`src/hw/rtl/assert_macros.svh`:
```
// Assertion helpers shared by the RTL.
// Define NO_ASSERTIONS to compile the checks out.
`ifndef ASSERT_MACROS_SVH
`define ASSERT_MACROS_SVH

`ifndef NO_ASSERTIONS

// Clocked check, held off while reset is high.
`define ASSERT_PROP(lbl, clk, rst, prop, msg) \
  lbl: assert property (@(posedge clk) disable iff (rst) (prop)) else $error(msg);

// Clocked check that also holds during reset.
`define ASSERT_ALWAYS(lbl, clk, prop, msg) \
  lbl: assert property (@(posedge clk) (prop)) else $error(msg);

`else

`define ASSERT_PROP(lbl, clk, rst, prop, msg)
`define ASSERT_ALWAYS(lbl, clk, prop, msg)

`endif

`endif

```
`src/hw/rtl/stl_pkg.sv`:
```
package stl_pkg;

  typedef enum logic [2:0] {
    MODE_IDLE,
    MODE_NUM,
    MODE_IDENT,
    MODE_STR,
    MODE_SYM,
    MODE_DROP
  } mode_t;

  localparam logic [2:0] KIND_NUM   = 3'd0;
  localparam logic [2:0] KIND_IDENT = 3'd1;
  localparam logic [2:0] KIND_STR   = 3'd2;
  localparam logic [2:0] KIND_SYM   = 3'd3;
  localparam logic [2:0] KIND_ERR   = 3'd4;

  localparam logic [1:0] ERR_NONE   = 2'd0;
  localparam logic [1:0] ERR_POINTS = 2'd1;
  localparam logic [1:0] ERR_UNTERM = 2'd2;

  localparam logic [7:0] CH_POINT      = 8'h2E;
  localparam logic [7:0] CH_UNDERSCORE = 8'h5F;
  localparam logic [7:0] CH_BACKSLASH  = 8'h5C;
  localparam logic [7:0] CH_DQUOTE     = 8'h22;
  localparam logic [7:0] CH_SQUOTE     = 8'h27;
  localparam logic [7:0] CH_BQUOTE     = 8'h60;

  localparam int QUEUE_DEPTH = 4;

  // Token tracking state apart from the length counter.
  typedef struct packed {
    mode_t      mode;
    logic [7:0] open_quote;
    logic       escape_pending;
    logic       point_seen;
    logic [7:0] pending_symbol;
    logic [7:0] token_start_char;
  } tok_t;

  localparam tok_t TOK_IDLE = '{mode: MODE_IDLE, open_quote: 8'd0, escape_pending: 1'b0,
                                point_seen: 1'b0, pending_symbol: 8'd0,
                                token_start_char: 8'd0};

  typedef struct packed {
    logic [2:0]  token_kind;
    logic [15:0] token_length;
    logic [31:0] token_end_offset;
    logic [7:0]  first_char;
    logic [7:0]  second_char;
    logic [1:0]  error_code;
    logic        last_of_run;
  } result_t;

  // Results produced by one byte, handed to the output queue.
  typedef struct packed {
    logic [1:0] num;
    result_t    first;
    result_t    second;
  } push_t;

  function automatic logic is_digit(input logic [7:0] b);
    return (b >= 8'h30) && (b <= 8'h39);
  endfunction

  function automatic logic is_letter(input logic [7:0] b);
    return ((b >= 8'h41) && (b <= 8'h5A)) || ((b >= 8'h61) && (b <= 8'h7A));
  endfunction

  function automatic logic is_quote(input logic [7:0] b);
    return (b == CH_DQUOTE) || (b == CH_SQUOTE) || (b == CH_BQUOTE);
  endfunction

  function automatic logic is_symbol(input logic [7:0] b);
    logic hit;
    case (b)
      8'h2B, 8'h2D, 8'h2A, 8'h2F, 8'h3D, 8'h2E, 8'h3A, 8'h3C, 8'h3E, 8'h21, 8'h28,
      8'h29, 8'h5B, 8'h5D, 8'h7B, 8'h7D, 8'h2C, 8'h3B, 8'h26, 8'h7C, 8'h5E,
      8'h23: hit = 1'b1;
      default: hit = 1'b0;
    endcase
    return hit;
  endfunction

  function automatic logic is_pair(input logic [7:0] a, input logic [7:0] b);
    logic hit;
    case ({a, b})
      16'h3E3D, 16'h3C3D, 16'h213D, 16'h2B2B, 16'h2D2D, 16'h3D3D,
      16'h2D3E, 16'h3C2D, 16'h2626, 16'h7C7C, 16'h5E5E: hit = 1'b1;
      default: hit = 1'b0;
    endcase
    return hit;
  endfunction

  function automatic result_t mk_result(input logic [2:0] kind, input logic [15:0] len,
                                        input logic [31:0] end_off, input logic [7:0] c1,
                                        input logic [7:0] c2, input logic [1:0] err);
    result_t r;
    r.token_kind       = kind;
    r.token_length     = len;
    r.token_end_offset = end_off;
    r.first_char       = c1;
    r.second_char      = c2;
    r.error_code       = err;
    r.last_of_run      = 1'b0;
    return r;
  endfunction

endpackage

```
`src/hw/rtl/stl_in_if.sv`:
```
interface stl_in_if;
  logic       valid;
  logic       ready;
  logic [7:0] in_byte;
  logic       end_of_text;

  modport source (output valid, output in_byte, output end_of_text, input ready);
  modport sink (input valid, input in_byte, input end_of_text, output ready);
endinterface

```
`src/hw/rtl/stl_out_if.sv`:
```
interface stl_out_if;
  logic        valid;
  logic        ready;
  logic [2:0]  token_kind;
  logic [15:0] token_length;
  logic [31:0] token_end_offset;
  logic [7:0]  first_char;
  logic [7:0]  second_char;
  logic [1:0]  error_code;
  logic        last_of_run;

  modport source (output valid, output token_kind, output token_length,
                  output token_end_offset, output first_char, output second_char,
                  output error_code, output last_of_run, input ready);
  modport sink (input valid, input token_kind, input token_length,
                input token_end_offset, input first_char, input second_char,
                input error_code, input last_of_run, output ready);
endinterface

```
`src/hw/rtl/source_token_lexer.sv`:
```
// Streaming lexer: one source byte per transaction in, one token per transaction out.
// Numbers, identifiers, quoted strings (double, single or back quote, backslash escapes,
// quotes counted) and one- or two-byte symbols are recognized; any other byte closes the
// open token and is skipped. A second decimal point or a string still open at the
// end-of-text byte gives an error token, after which bytes are dropped up to end of text.
// The byte offset restarts at zero after each end-of-text byte. A byte is taken every
// cycle while the output queue has room: it is held in an input register, then the
// decode logic advances the token state and its results (zero, one or two) enter a
// four-entry output queue. A byte that closes two tokens gives two output transactions;
// the input stalls only while the queue
// holds more than two results, so the output port sets the rate when the text is dense
// in short tokens.
module source_token_lexer #(
  parameter int LENGTH_BITS = 16
) (
  input logic       clk,
  input logic       rst,
  stl_in_if.sink    in_ch,
  stl_out_if.source out_ch
);

  `include "assert_macros.svh"

  stl_pkg::push_t push;
  logic [2:0]     queue_count;

  // Decode the held byte and advance the token state.
  stl_core #(
    .LENGTH_BITS(LENGTH_BITS)
  ) u_core (
    .clk        (clk),
    .rst        (rst),
    .in_ch      (in_ch),
    .queue_count(queue_count),
    .push       (push)
  );

  // Hold results until the consumer takes each transaction.
  stl_queue u_queue (
    .clk   (clk),
    .rst   (rst),
    .push  (push),
    .count (queue_count),
    .out_ch(out_ch)
  );

  `ASSERT_ALWAYS(a_queue_bound, clk, rst || (queue_count <= 3'(stl_pkg::QUEUE_DEPTH)), "queue overflow")
  `ASSERT_PROP(a_push_room, clk, rst, (push.num == 2'd0) || (queue_count <= 3'd2), "push without room")
  `ASSERT_PROP(a_err_code, clk, rst, out_ch.valid |-> ((out_ch.token_kind == stl_pkg::KIND_ERR) == (out_ch.error_code != stl_pkg::ERR_NONE)), "error code mismatch")
  `ASSERT_PROP(a_second_char, clk, rst, (out_ch.valid && out_ch.token_kind != stl_pkg::KIND_SYM) |-> (out_ch.second_char == 8'd0), "stray second char")

endmodule

```
`src/hw/rtl/stl_core.sv`:
```
module stl_core #(
  parameter int LENGTH_BITS = 16
) (
  input  logic               clk,
  input  logic               rst,
  stl_in_if.sink             in_ch,
  input  logic [2:0]         queue_count,
  output stl_pkg::push_t     push
);

  localparam logic [LENGTH_BITS-1:0] LEN_MAX = {LENGTH_BITS{1'b1}};
  localparam logic [LENGTH_BITS-1:0] LEN_ONE = LENGTH_BITS'(1);
  localparam logic [LENGTH_BITS-1:0] LEN_TWO = LENGTH_BITS'(2);

  logic                   hold_valid;
  logic [7:0]             hold_byte;
  logic                   hold_eot;
  logic                   fire;

  stl_pkg::tok_t          tok, tok_next;
  logic [LENGTH_BITS-1:0] length_count, len_next;
  logic [31:0]            byte_position, pos_next, pos_inc;

  logic                   consumed;
  logic                   a_valid, b_valid;
  stl_pkg::result_t       res_a, res_b;

  function automatic logic [LENGTH_BITS-1:0] sat_inc(input logic [LENGTH_BITS-1:0] v);
    return (v == LEN_MAX) ? v : v + LEN_ONE;
  endfunction

  function automatic logic [15:0] to_len16(input logic [LENGTH_BITS-1:0] v);
    return 16'(32'(v));
  endfunction

  // Step the held byte once the queue can take two results.
  assign fire        = hold_valid && (queue_count <= 3'(stl_pkg::QUEUE_DEPTH - 2));
  assign in_ch.ready = !hold_valid || fire;

  always_ff @(posedge clk) begin
    if (rst) begin
      hold_valid <= 1'b0;
    end else if (in_ch.ready) begin
      hold_valid <= in_ch.valid;
    end
    if (in_ch.ready && in_ch.valid) begin
      hold_byte <= in_ch.in_byte;
      hold_eot  <= in_ch.end_of_text;
    end
  end

  always_comb begin
    tok_next = tok;
    len_next = length_count;
    consumed = 1'b0;
    a_valid  = 1'b0;
    b_valid  = 1'b0;
    res_a    = '0;
    res_b    = '0;
    pos_inc  = byte_position + 32'd1;

    case (tok.mode)
      stl_pkg::MODE_DROP: begin
        consumed = 1'b1;
      end
      stl_pkg::MODE_NUM: begin
        if (stl_pkg::is_digit(hold_byte)) begin
          len_next = sat_inc(length_count);
          consumed = 1'b1;
        end else if (hold_byte == stl_pkg::CH_POINT) begin
          if (tok.point_seen) begin
            a_valid = 1'b1;
            res_a = stl_pkg::mk_result(stl_pkg::KIND_ERR, to_len16(sat_inc(length_count)),
                                       pos_inc, tok.token_start_char, 8'd0,
                                       stl_pkg::ERR_POINTS);
            tok_next      = stl_pkg::TOK_IDLE;
            len_next      = '0;
            tok_next.mode = stl_pkg::MODE_DROP;
          end else begin
            tok_next.point_seen = 1'b1;
            len_next = sat_inc(length_count);
          end
          consumed = 1'b1;
        end else begin
          a_valid = 1'b1;
          res_a = stl_pkg::mk_result(stl_pkg::KIND_NUM, to_len16(length_count), byte_position,
                                     tok.token_start_char, 8'd0, stl_pkg::ERR_NONE);
          tok_next = stl_pkg::TOK_IDLE;
          len_next = '0;
        end
      end
      stl_pkg::MODE_IDENT: begin
        if (stl_pkg::is_letter(hold_byte) || stl_pkg::is_digit(hold_byte) ||
            hold_byte == stl_pkg::CH_UNDERSCORE) begin
          len_next = sat_inc(length_count);
          consumed = 1'b1;
        end else begin
          a_valid = 1'b1;
          res_a = stl_pkg::mk_result(stl_pkg::KIND_IDENT, to_len16(length_count),
                                     byte_position, tok.token_start_char, 8'd0,
                                     stl_pkg::ERR_NONE);
          tok_next = stl_pkg::TOK_IDLE;
          len_next = '0;
        end
      end
      stl_pkg::MODE_STR: begin
        len_next = sat_inc(length_count);
        if (hold_byte == tok.open_quote && !tok.escape_pending) begin
          a_valid = 1'b1;
          res_a = stl_pkg::mk_result(stl_pkg::KIND_STR, to_len16(len_next), pos_inc,
                                     tok.open_quote, 8'd0, stl_pkg::ERR_NONE);
          tok_next = stl_pkg::TOK_IDLE;
          len_next = '0;
        end else begin
          tok_next.escape_pending = (hold_byte == stl_pkg::CH_BACKSLASH) &&
                                    !tok.escape_pending;
        end
        consumed = 1'b1;
      end
      stl_pkg::MODE_SYM: begin
        a_valid = 1'b1;
        if (stl_pkg::is_symbol(hold_byte) && stl_pkg::is_pair(tok.pending_symbol, hold_byte))
        begin
          res_a = stl_pkg::mk_result(stl_pkg::KIND_SYM, to_len16(LEN_TWO), pos_inc,
                                     tok.pending_symbol, hold_byte, stl_pkg::ERR_NONE);
          consumed = 1'b1;
        end else begin
          res_a = stl_pkg::mk_result(stl_pkg::KIND_SYM, to_len16(LEN_ONE), byte_position,
                                     tok.pending_symbol, 8'd0, stl_pkg::ERR_NONE);
        end
        tok_next = stl_pkg::TOK_IDLE;
        len_next = '0;
      end
      default: begin
        tok_next = stl_pkg::TOK_IDLE;
        len_next = '0;
      end
    endcase

    // Handle the byte afresh: it may open a new token.
    if (!consumed) begin
      if (stl_pkg::is_digit(hold_byte)) begin
        tok_next.mode             = stl_pkg::MODE_NUM;
        tok_next.token_start_char = hold_byte;
        len_next                  = LEN_ONE;
      end else if (stl_pkg::is_letter(hold_byte)) begin
        tok_next.mode             = stl_pkg::MODE_IDENT;
        tok_next.token_start_char = hold_byte;
        len_next                  = LEN_ONE;
      end else if (stl_pkg::is_quote(hold_byte)) begin
        tok_next.mode             = stl_pkg::MODE_STR;
        tok_next.open_quote       = hold_byte;
        tok_next.token_start_char = hold_byte;
        tok_next.escape_pending   = 1'b0;
        len_next                  = LEN_ONE;
      end else if (stl_pkg::is_symbol(hold_byte)) begin
        tok_next.mode           = stl_pkg::MODE_SYM;
        tok_next.pending_symbol = hold_byte;
        len_next                = LEN_ONE;
      end
    end

    // Flush whatever is open at the end of the text.
    if (hold_eot) begin
      case (tok_next.mode)
        stl_pkg::MODE_NUM: begin
          b_valid = 1'b1;
          res_b = stl_pkg::mk_result(stl_pkg::KIND_NUM, to_len16(len_next), pos_inc,
                                     tok_next.token_start_char, 8'd0, stl_pkg::ERR_NONE);
        end
        stl_pkg::MODE_IDENT: begin
          b_valid = 1'b1;
          res_b = stl_pkg::mk_result(stl_pkg::KIND_IDENT, to_len16(len_next), pos_inc,
                                     tok_next.token_start_char, 8'd0, stl_pkg::ERR_NONE);
        end
        stl_pkg::MODE_STR: begin
          b_valid = 1'b1;
          res_b = stl_pkg::mk_result(stl_pkg::KIND_ERR, to_len16(len_next), pos_inc,
                                     tok_next.open_quote, 8'd0, stl_pkg::ERR_UNTERM);
        end
        stl_pkg::MODE_SYM: begin
          b_valid = 1'b1;
          res_b = stl_pkg::mk_result(stl_pkg::KIND_SYM, to_len16(LEN_ONE), pos_inc,
                                     tok_next.pending_symbol, 8'd0, stl_pkg::ERR_NONE);
        end
        default: begin
        end
      endcase
      tok_next = stl_pkg::TOK_IDLE;
      len_next = '0;
      pos_next = 32'd0;
    end else begin
      pos_next = pos_inc;
    end
  end

  // Pack the results in order and mark the last one of the run.
  always_comb begin
    push.num = fire ? ({1'b0, a_valid} + {1'b0, b_valid}) : 2'd0;
    push.first  = a_valid ? res_a : res_b;
    push.second = res_b;
    push.first.last_of_run  = !(a_valid && b_valid);
    push.second.last_of_run = 1'b1;
  end

  always_ff @(posedge clk) begin
    if (rst) begin
      tok           <= stl_pkg::TOK_IDLE;
      length_count  <= '0;
      byte_position <= 32'd0;
    end else if (fire) begin
      tok           <= tok_next;
      length_count  <= len_next;
      byte_position <= pos_next;
    end
  end

endmodule

```
`src/hw/rtl/stl_queue.sv`:
```
module stl_queue (
  input  logic           clk,
  input  logic           rst,
  input  stl_pkg::push_t push,
  output logic [2:0]     count,
  stl_out_if.source      out_ch
);

  localparam int PTR_BITS = $clog2(stl_pkg::QUEUE_DEPTH);

  stl_pkg::result_t      entries [stl_pkg::QUEUE_DEPTH];
  logic [PTR_BITS-1:0]   head, tail;
  logic                  pop;
  stl_pkg::result_t      head_entry;

  assign pop        = out_ch.valid && out_ch.ready;
  assign head_entry = entries[head];

  assign out_ch.valid            = (count != 3'd0);
  assign out_ch.token_kind       = head_entry.token_kind;
  assign out_ch.token_length     = head_entry.token_length;
  assign out_ch.token_end_offset = head_entry.token_end_offset;
  assign out_ch.first_char       = head_entry.first_char;
  assign out_ch.second_char      = head_entry.second_char;
  assign out_ch.error_code       = head_entry.error_code;
  assign out_ch.last_of_run      = head_entry.last_of_run;

  always_ff @(posedge clk) begin
    if (rst) begin
      head  <= '0;
      tail  <= '0;
      count <= 3'd0;
    end else begin
      head  <= head + PTR_BITS'(pop);
      tail  <= tail + PTR_BITS'(push.num);
      count <= count + 3'(push.num) - 3'(pop);
    end
    if (push.num != 2'd0) begin
      entries[tail] <= push.first;
    end
    if (push.num == 2'd2) begin
      entries[tail + PTR_BITS'(1)] <= push.second;
    end
  end

endmodule
```
`src/flat_wrapper.sv`:
```
// flat-port wrapper written by rule: the top's interface ports become plain ports
module source_token_lexer_flat 
#(
  parameter int LENGTH_BITS = 16
)
  (clk, rst, in_ch_valid, in_ch_in_byte, in_ch_end_of_text, in_ch_ready, out_ch_valid, out_ch_token_kind, out_ch_token_length, out_ch_token_end_offset, out_ch_first_char, out_ch_second_char, out_ch_error_code, out_ch_last_of_run, out_ch_ready);
  stl_in_if in_ch_i ();
  stl_out_if out_ch_i ();
  input logic clk;
  input logic rst;
  input wire logic [$bits(in_ch_i.valid)-1:0] in_ch_valid;
  input wire logic [$bits(in_ch_i.in_byte)-1:0] in_ch_in_byte;
  input wire logic [$bits(in_ch_i.end_of_text)-1:0] in_ch_end_of_text;
  output wire logic [$bits(in_ch_i.ready)-1:0] in_ch_ready;
  output wire logic [$bits(out_ch_i.valid)-1:0] out_ch_valid;
  output wire logic [$bits(out_ch_i.token_kind)-1:0] out_ch_token_kind;
  output wire logic [$bits(out_ch_i.token_length)-1:0] out_ch_token_length;
  output wire logic [$bits(out_ch_i.token_end_offset)-1:0] out_ch_token_end_offset;
  output wire logic [$bits(out_ch_i.first_char)-1:0] out_ch_first_char;
  output wire logic [$bits(out_ch_i.second_char)-1:0] out_ch_second_char;
  output wire logic [$bits(out_ch_i.error_code)-1:0] out_ch_error_code;
  output wire logic [$bits(out_ch_i.last_of_run)-1:0] out_ch_last_of_run;
  input wire logic [$bits(out_ch_i.ready)-1:0] out_ch_ready;
  assign in_ch_i.valid = in_ch_valid;
  assign in_ch_i.in_byte = in_ch_in_byte;
  assign in_ch_i.end_of_text = in_ch_end_of_text;
  assign in_ch_ready = in_ch_i.ready;
  assign out_ch_valid = out_ch_i.valid;
  assign out_ch_token_kind = out_ch_i.token_kind;
  assign out_ch_token_length = out_ch_i.token_length;
  assign out_ch_token_end_offset = out_ch_i.token_end_offset;
  assign out_ch_first_char = out_ch_i.first_char;
  assign out_ch_second_char = out_ch_i.second_char;
  assign out_ch_error_code = out_ch_i.error_code;
  assign out_ch_last_of_run = out_ch_i.last_of_run;
  assign out_ch_i.ready = out_ch_ready;
  source_token_lexer #(.LENGTH_BITS(LENGTH_BITS)) u_core (.clk(clk), .rst(rst), .in_ch(in_ch_i), .out_ch(out_ch_i));
endmodule
```
`config.mk`:
```
export PLATFORM = sky130hd
export DESIGN_NAME = source_token_lexer_flat
export DESIGN_NICKNAME = d
export VERILOG_FILES = /design/src/hw/rtl/stl_pkg.sv /design/src/hw/rtl/stl_in_if.sv /design/src/hw/rtl/stl_out_if.sv /design/src/hw/rtl/source_token_lexer.sv /design/src/hw/rtl/stl_core.sv /design/src/hw/rtl/stl_queue.sv /design/src/flat_wrapper.sv
export VERILOG_INCLUDE_DIRS = /design/src /design/src/hw/rtl
export SDC_FILE = /design/constraint.sdc
export NUM_CORES = 1
export LEC_CHECK = 0
export ABC_AREA = 1
export BUFFER_PORTS_ARGS = -buffer_cell sky130_fd_sc_hd__buf_2
export CAP_MARGIN = 5
export CORE_UTILIZATION = 30
export DETAILED_ROUTE_END_ITERATION = 6
export PLACE_DENSITY = 0.46
export RECOVER_POWER = 50
export SLEW_MARGIN = 20
export SYNTH_ARGS = -nofsm -noshare
export SYNTH_HDL_FRONTEND = slang
export SYNTH_SLANG_ARGS = --single-unit
```
`constraint.sdc`:
```
create_clock -name clk -period 8.9 [get_ports clk]
set_input_delay 1.335 -clock clk [delete_from_list [all_inputs] [get_ports clk]]
set_output_delay 1.335 -clock clk [all_outputs]
set_load 0.01 [all_outputs]
```
==> flow_summary.json <==
{
  "clock_skew_ns": 0.0226,
  "fp.dieH_um": 269,
  "final_nets": 2713,
  "fin_crit_sh": 0.853,
  "grt_max_degree": 92,
  "leakagePower_uw": 0.00844,
  "grt_pass1_vias": 18800,
  "numCtsBuffers": 45,
  "pin_count": 85,
  "slew_violations": 494,
  "vias": 19300,
  "drc": 0,
  "insertion_delay_ns": 0.60,
  "cts_tree": "done",
  "place_hpwl_um": 45300,
  "cp-start-kind": "flop",
  "antenna_cells": 0,
  "combPwrFrac": 0.220,
  "multi_input_area_mm2": 0.00993,
  "cts-root-buf": "clkbuf_16",
  "synth_area_leaders": "edfxtp_1 35%, nand2_1 12%, dfxtp_1 12%",
  "wl_um": 72500,
  "violations": "capacitance limit, slew limit",
  "fin_util": 0.340,
  "ys.flop_type": "edfxtp_1",
  "rsz0062_at_grt": "no",
  "syn_inst": 2693,
  "wl_met3_um": 3850,
  "ant_nets": 0,
  "min_from": "u_core.u_queue.entries[1][10]",
  "maxUsedRoutingLayer": "met4",
  "met2_length_um": 32700,
  "drtPass1Iterations": 5,
  "worstPathArrival_ns": 8.11,
  "clk_pin_slew_ns": 0.06,
  "postCtsResizedCells": 0,
  "core_mm2": 0.0701,
  "n_fill_cell": 7481,
  "drive_gt1_frac": 0.0950,
  "io_buffers": 84,
  "status": "finished with violations",
  "drtIter0Drc": 1431,
  "avgViaCountPerCell": 5.27,
  "fmax_mhz": 132,
  "synth_edf_count": 249,
  "synth_warnings": 0,
  "rrSetupSlack_ns": 1.30,
  "worstHoldEndpoint": "u_core.u_queue.entries[1][10]",
  "final_cell_mix": "691 x nand2_1, 294 x nor2_1, 249 x edfxtp_1",
  "rr_startpoint": "u_core.u_core.hold_byte[3]",
  "initial_utilization": 0.304,
  "met1_length_um": 34300,
  "synthArstFlopShare": 0,
  "p_int_uw": 3380,
  "synth_top_cell_area_share": 0.351,
  "end_kind": "flop",
  "critPathKind": "flop to flop",
  "r2r_end": "u_core.u_queue.entries[0][1]",
  "grt.total_usage": 0.199,
  "synth-seq-area-share": 0.468,
  "power_frac_seq": 0.384,
  "hold_path_depth": 2,
  "clock-sinks": 374,
  "mappedNetlistArea_mm2": 0.0213,
  "antenna_found_initial": 0,
  "power.switching_uw": 1690,
  "htree_levels": 2,
  "crit_required_ns": 9.41,
  "grt_pass1_wl_um": 111000,
  "synth.avg_cell_area_um2": 7.92,
  "overflow": 0,
  "wl_per_cell_um": 19.8,
  "ys_ff_latch": 374,
  "worst_pin_slew_ns": 3.19,
  "relSlewSlack": -1.13,
  "pwr-share-clk": 0.396,
  "seq_area_mm2": 0.00998,
  "peakVddDrop_v": 0.000129,
  "maxCapViolCount": 9,
  "die-area_mm2": 0.0721,
  "critPathLaunch": "u_core.u_core.hold_byte[3]",
  "rows": 97,
  "syn_nets": 2715,
  "finalSetupTns_ns": 0,
  "p_sw_frac": 0.333,
  "clockBufferDepth": 3,
  "area_growth_pct": 12.0,
  "setup_viol": 0,
  "power_density_mw_per_mm2": 212,
  "cp_max_fo": 71,
  "finalHoldViolCount": 0,
  "post_cts_buffers": 0,
  "place_congestion": 0.864,
  "r2r_cells": 27,
  "die_w_um": 269,
  "layout_commonest_cell": "nand2_1",
  "synth_cell_types": 62,
  "min_path_type": "flop to flop",
  "postCtsHoldBufs": 0,
  "synth_top_area_cell": "edfxtp_1",
  "finalCriticalPeriod_ns": 7.60
}
## worst max-delay path, cell delays in order, from the launching register on
cell and delay (ns):
edfxtp_1 0.69, nand2_2 0.17, inv_2 0.12, nand2_1 0.07, nor2_1 0.20, nand3_1 0.10
nand2_1 0.08, nor2_1 0.05, nand3_2 0.11, nand2_1 0.35, nand3_4 0.28, nand2_2 0.07
inv_1 0.49, nand3_4 0.16, nand2_8 0.54, inv_2 0.09, ha_1 0.33, inv_1 0.11
nor2_2 0.07, nor2_1 0.45, nor3_1 0.14, inv_2 0.46, nor2_1 0.12, nand2_1 0.76
nand2_4 0.83, inv_1 0.48, nand2_1 0.08, o21ai_0 0.08
## Yosys cell counts (16+ instances only)
cell	count
a21oi_1	129
buf_2	28
clkbuf_1	108
dfxtp_1	125
edfxtp_1	249
inv_1	151
inv_2	25
nand2_1	693
nand2_2	22
nand3_1	197
nand4_1	34
nor2_1	297
nor3_1	20
o211ai_1	16
o21ai_0	214
o21ai_1	31
o21ai_4	30
o22ai_1	155
or2_2	21
xor2_1	26
## state kept, by name, summed over array words and instances, names as in the netlist
signal                       count
u_core.u_queue.tail              2
u_core.u_core.hold_valid         1
u_core.u_queue.entries         280
u_core.u_core.length_count      16
u_core.u_core.hold_eot           1
u_core.u_core.hold_byte          8
u_core.u_queue.count             3
u_core.u_queue.head              2
u_core.u_core.byte_position     32
u_core.u_core.tok               29
## cell families (layout without fill, tap and decap cells)
logic type      after synthesis  after routing  synth area share
compound gates              602            602             0.173
xor+xnor                     33             33            0.0139
fa+ha+maj                     9              9           0.00563
buf+inv                     342            376            0.0673
flops                       374            374             0.468
simple gates               1333           1333             0.273
## metal layers
metal  vias up  GRT usage
met5         -          0
met4         0     0.0597
met3       109     0.0242
met2       580      0.321
met1      9417      0.279
li1       9229          -
## worst max path at each step
stage                                         endpoint  slack [ns]  depth (start not counted)
after floorplan           u_core.u_queue.entries[0][9]        3.90                         27
after global placement    u_core.u_queue.entries[0][4]        1.78                         27
after detailed placement  u_core.u_queue.entries[0][6]        1.63                         27
after CTS                 u_core.u_queue.entries[0][6]        1.61                         27
after global routing      u_core.u_queue.entries[0][1]        0.50                         27
final                     u_core.u_queue.entries[0][1]        1.30                         27
## power groups by stage
stage / Combinational (uW) / Sequential [uW] / Clock, uW
floorplan: 737 / 1930 / 0
global route: 1230 / 1950 / 2100
finish: 1110 / 1940 / 2010
detailed placement: 1150 / 1980 / 0
global placement: 1140 / 1980 / 0
CTS: 1150 / 1950 / 2050
## through the flow
step	cell area, um^2	setup slack, ns	hold slack [ns]	total power [uW]	cells
after floorplan	21300	3.90	0.408	2670	2693
after global placement	22400	1.78	0.415	3120	3584
after detailed placement	22400	1.63	0.427	3140	3584
after CTS	24000	1.61	0.436	5150	3667
after global routing	23900	0.503	0.453	5280	3667
final	23900	1.30	0.435	5060	3667
## area by class of cell
type,instances,area share
sequential,374,0.418
multi-input combinational,1977,0.416
clock buffer,60,0.0530
tap,940,0.0492
inverter,180,0.0284
timing repair buffer,113,0.0219
clock inverter,23,0.0136
(Power assumes the default switching activity.)
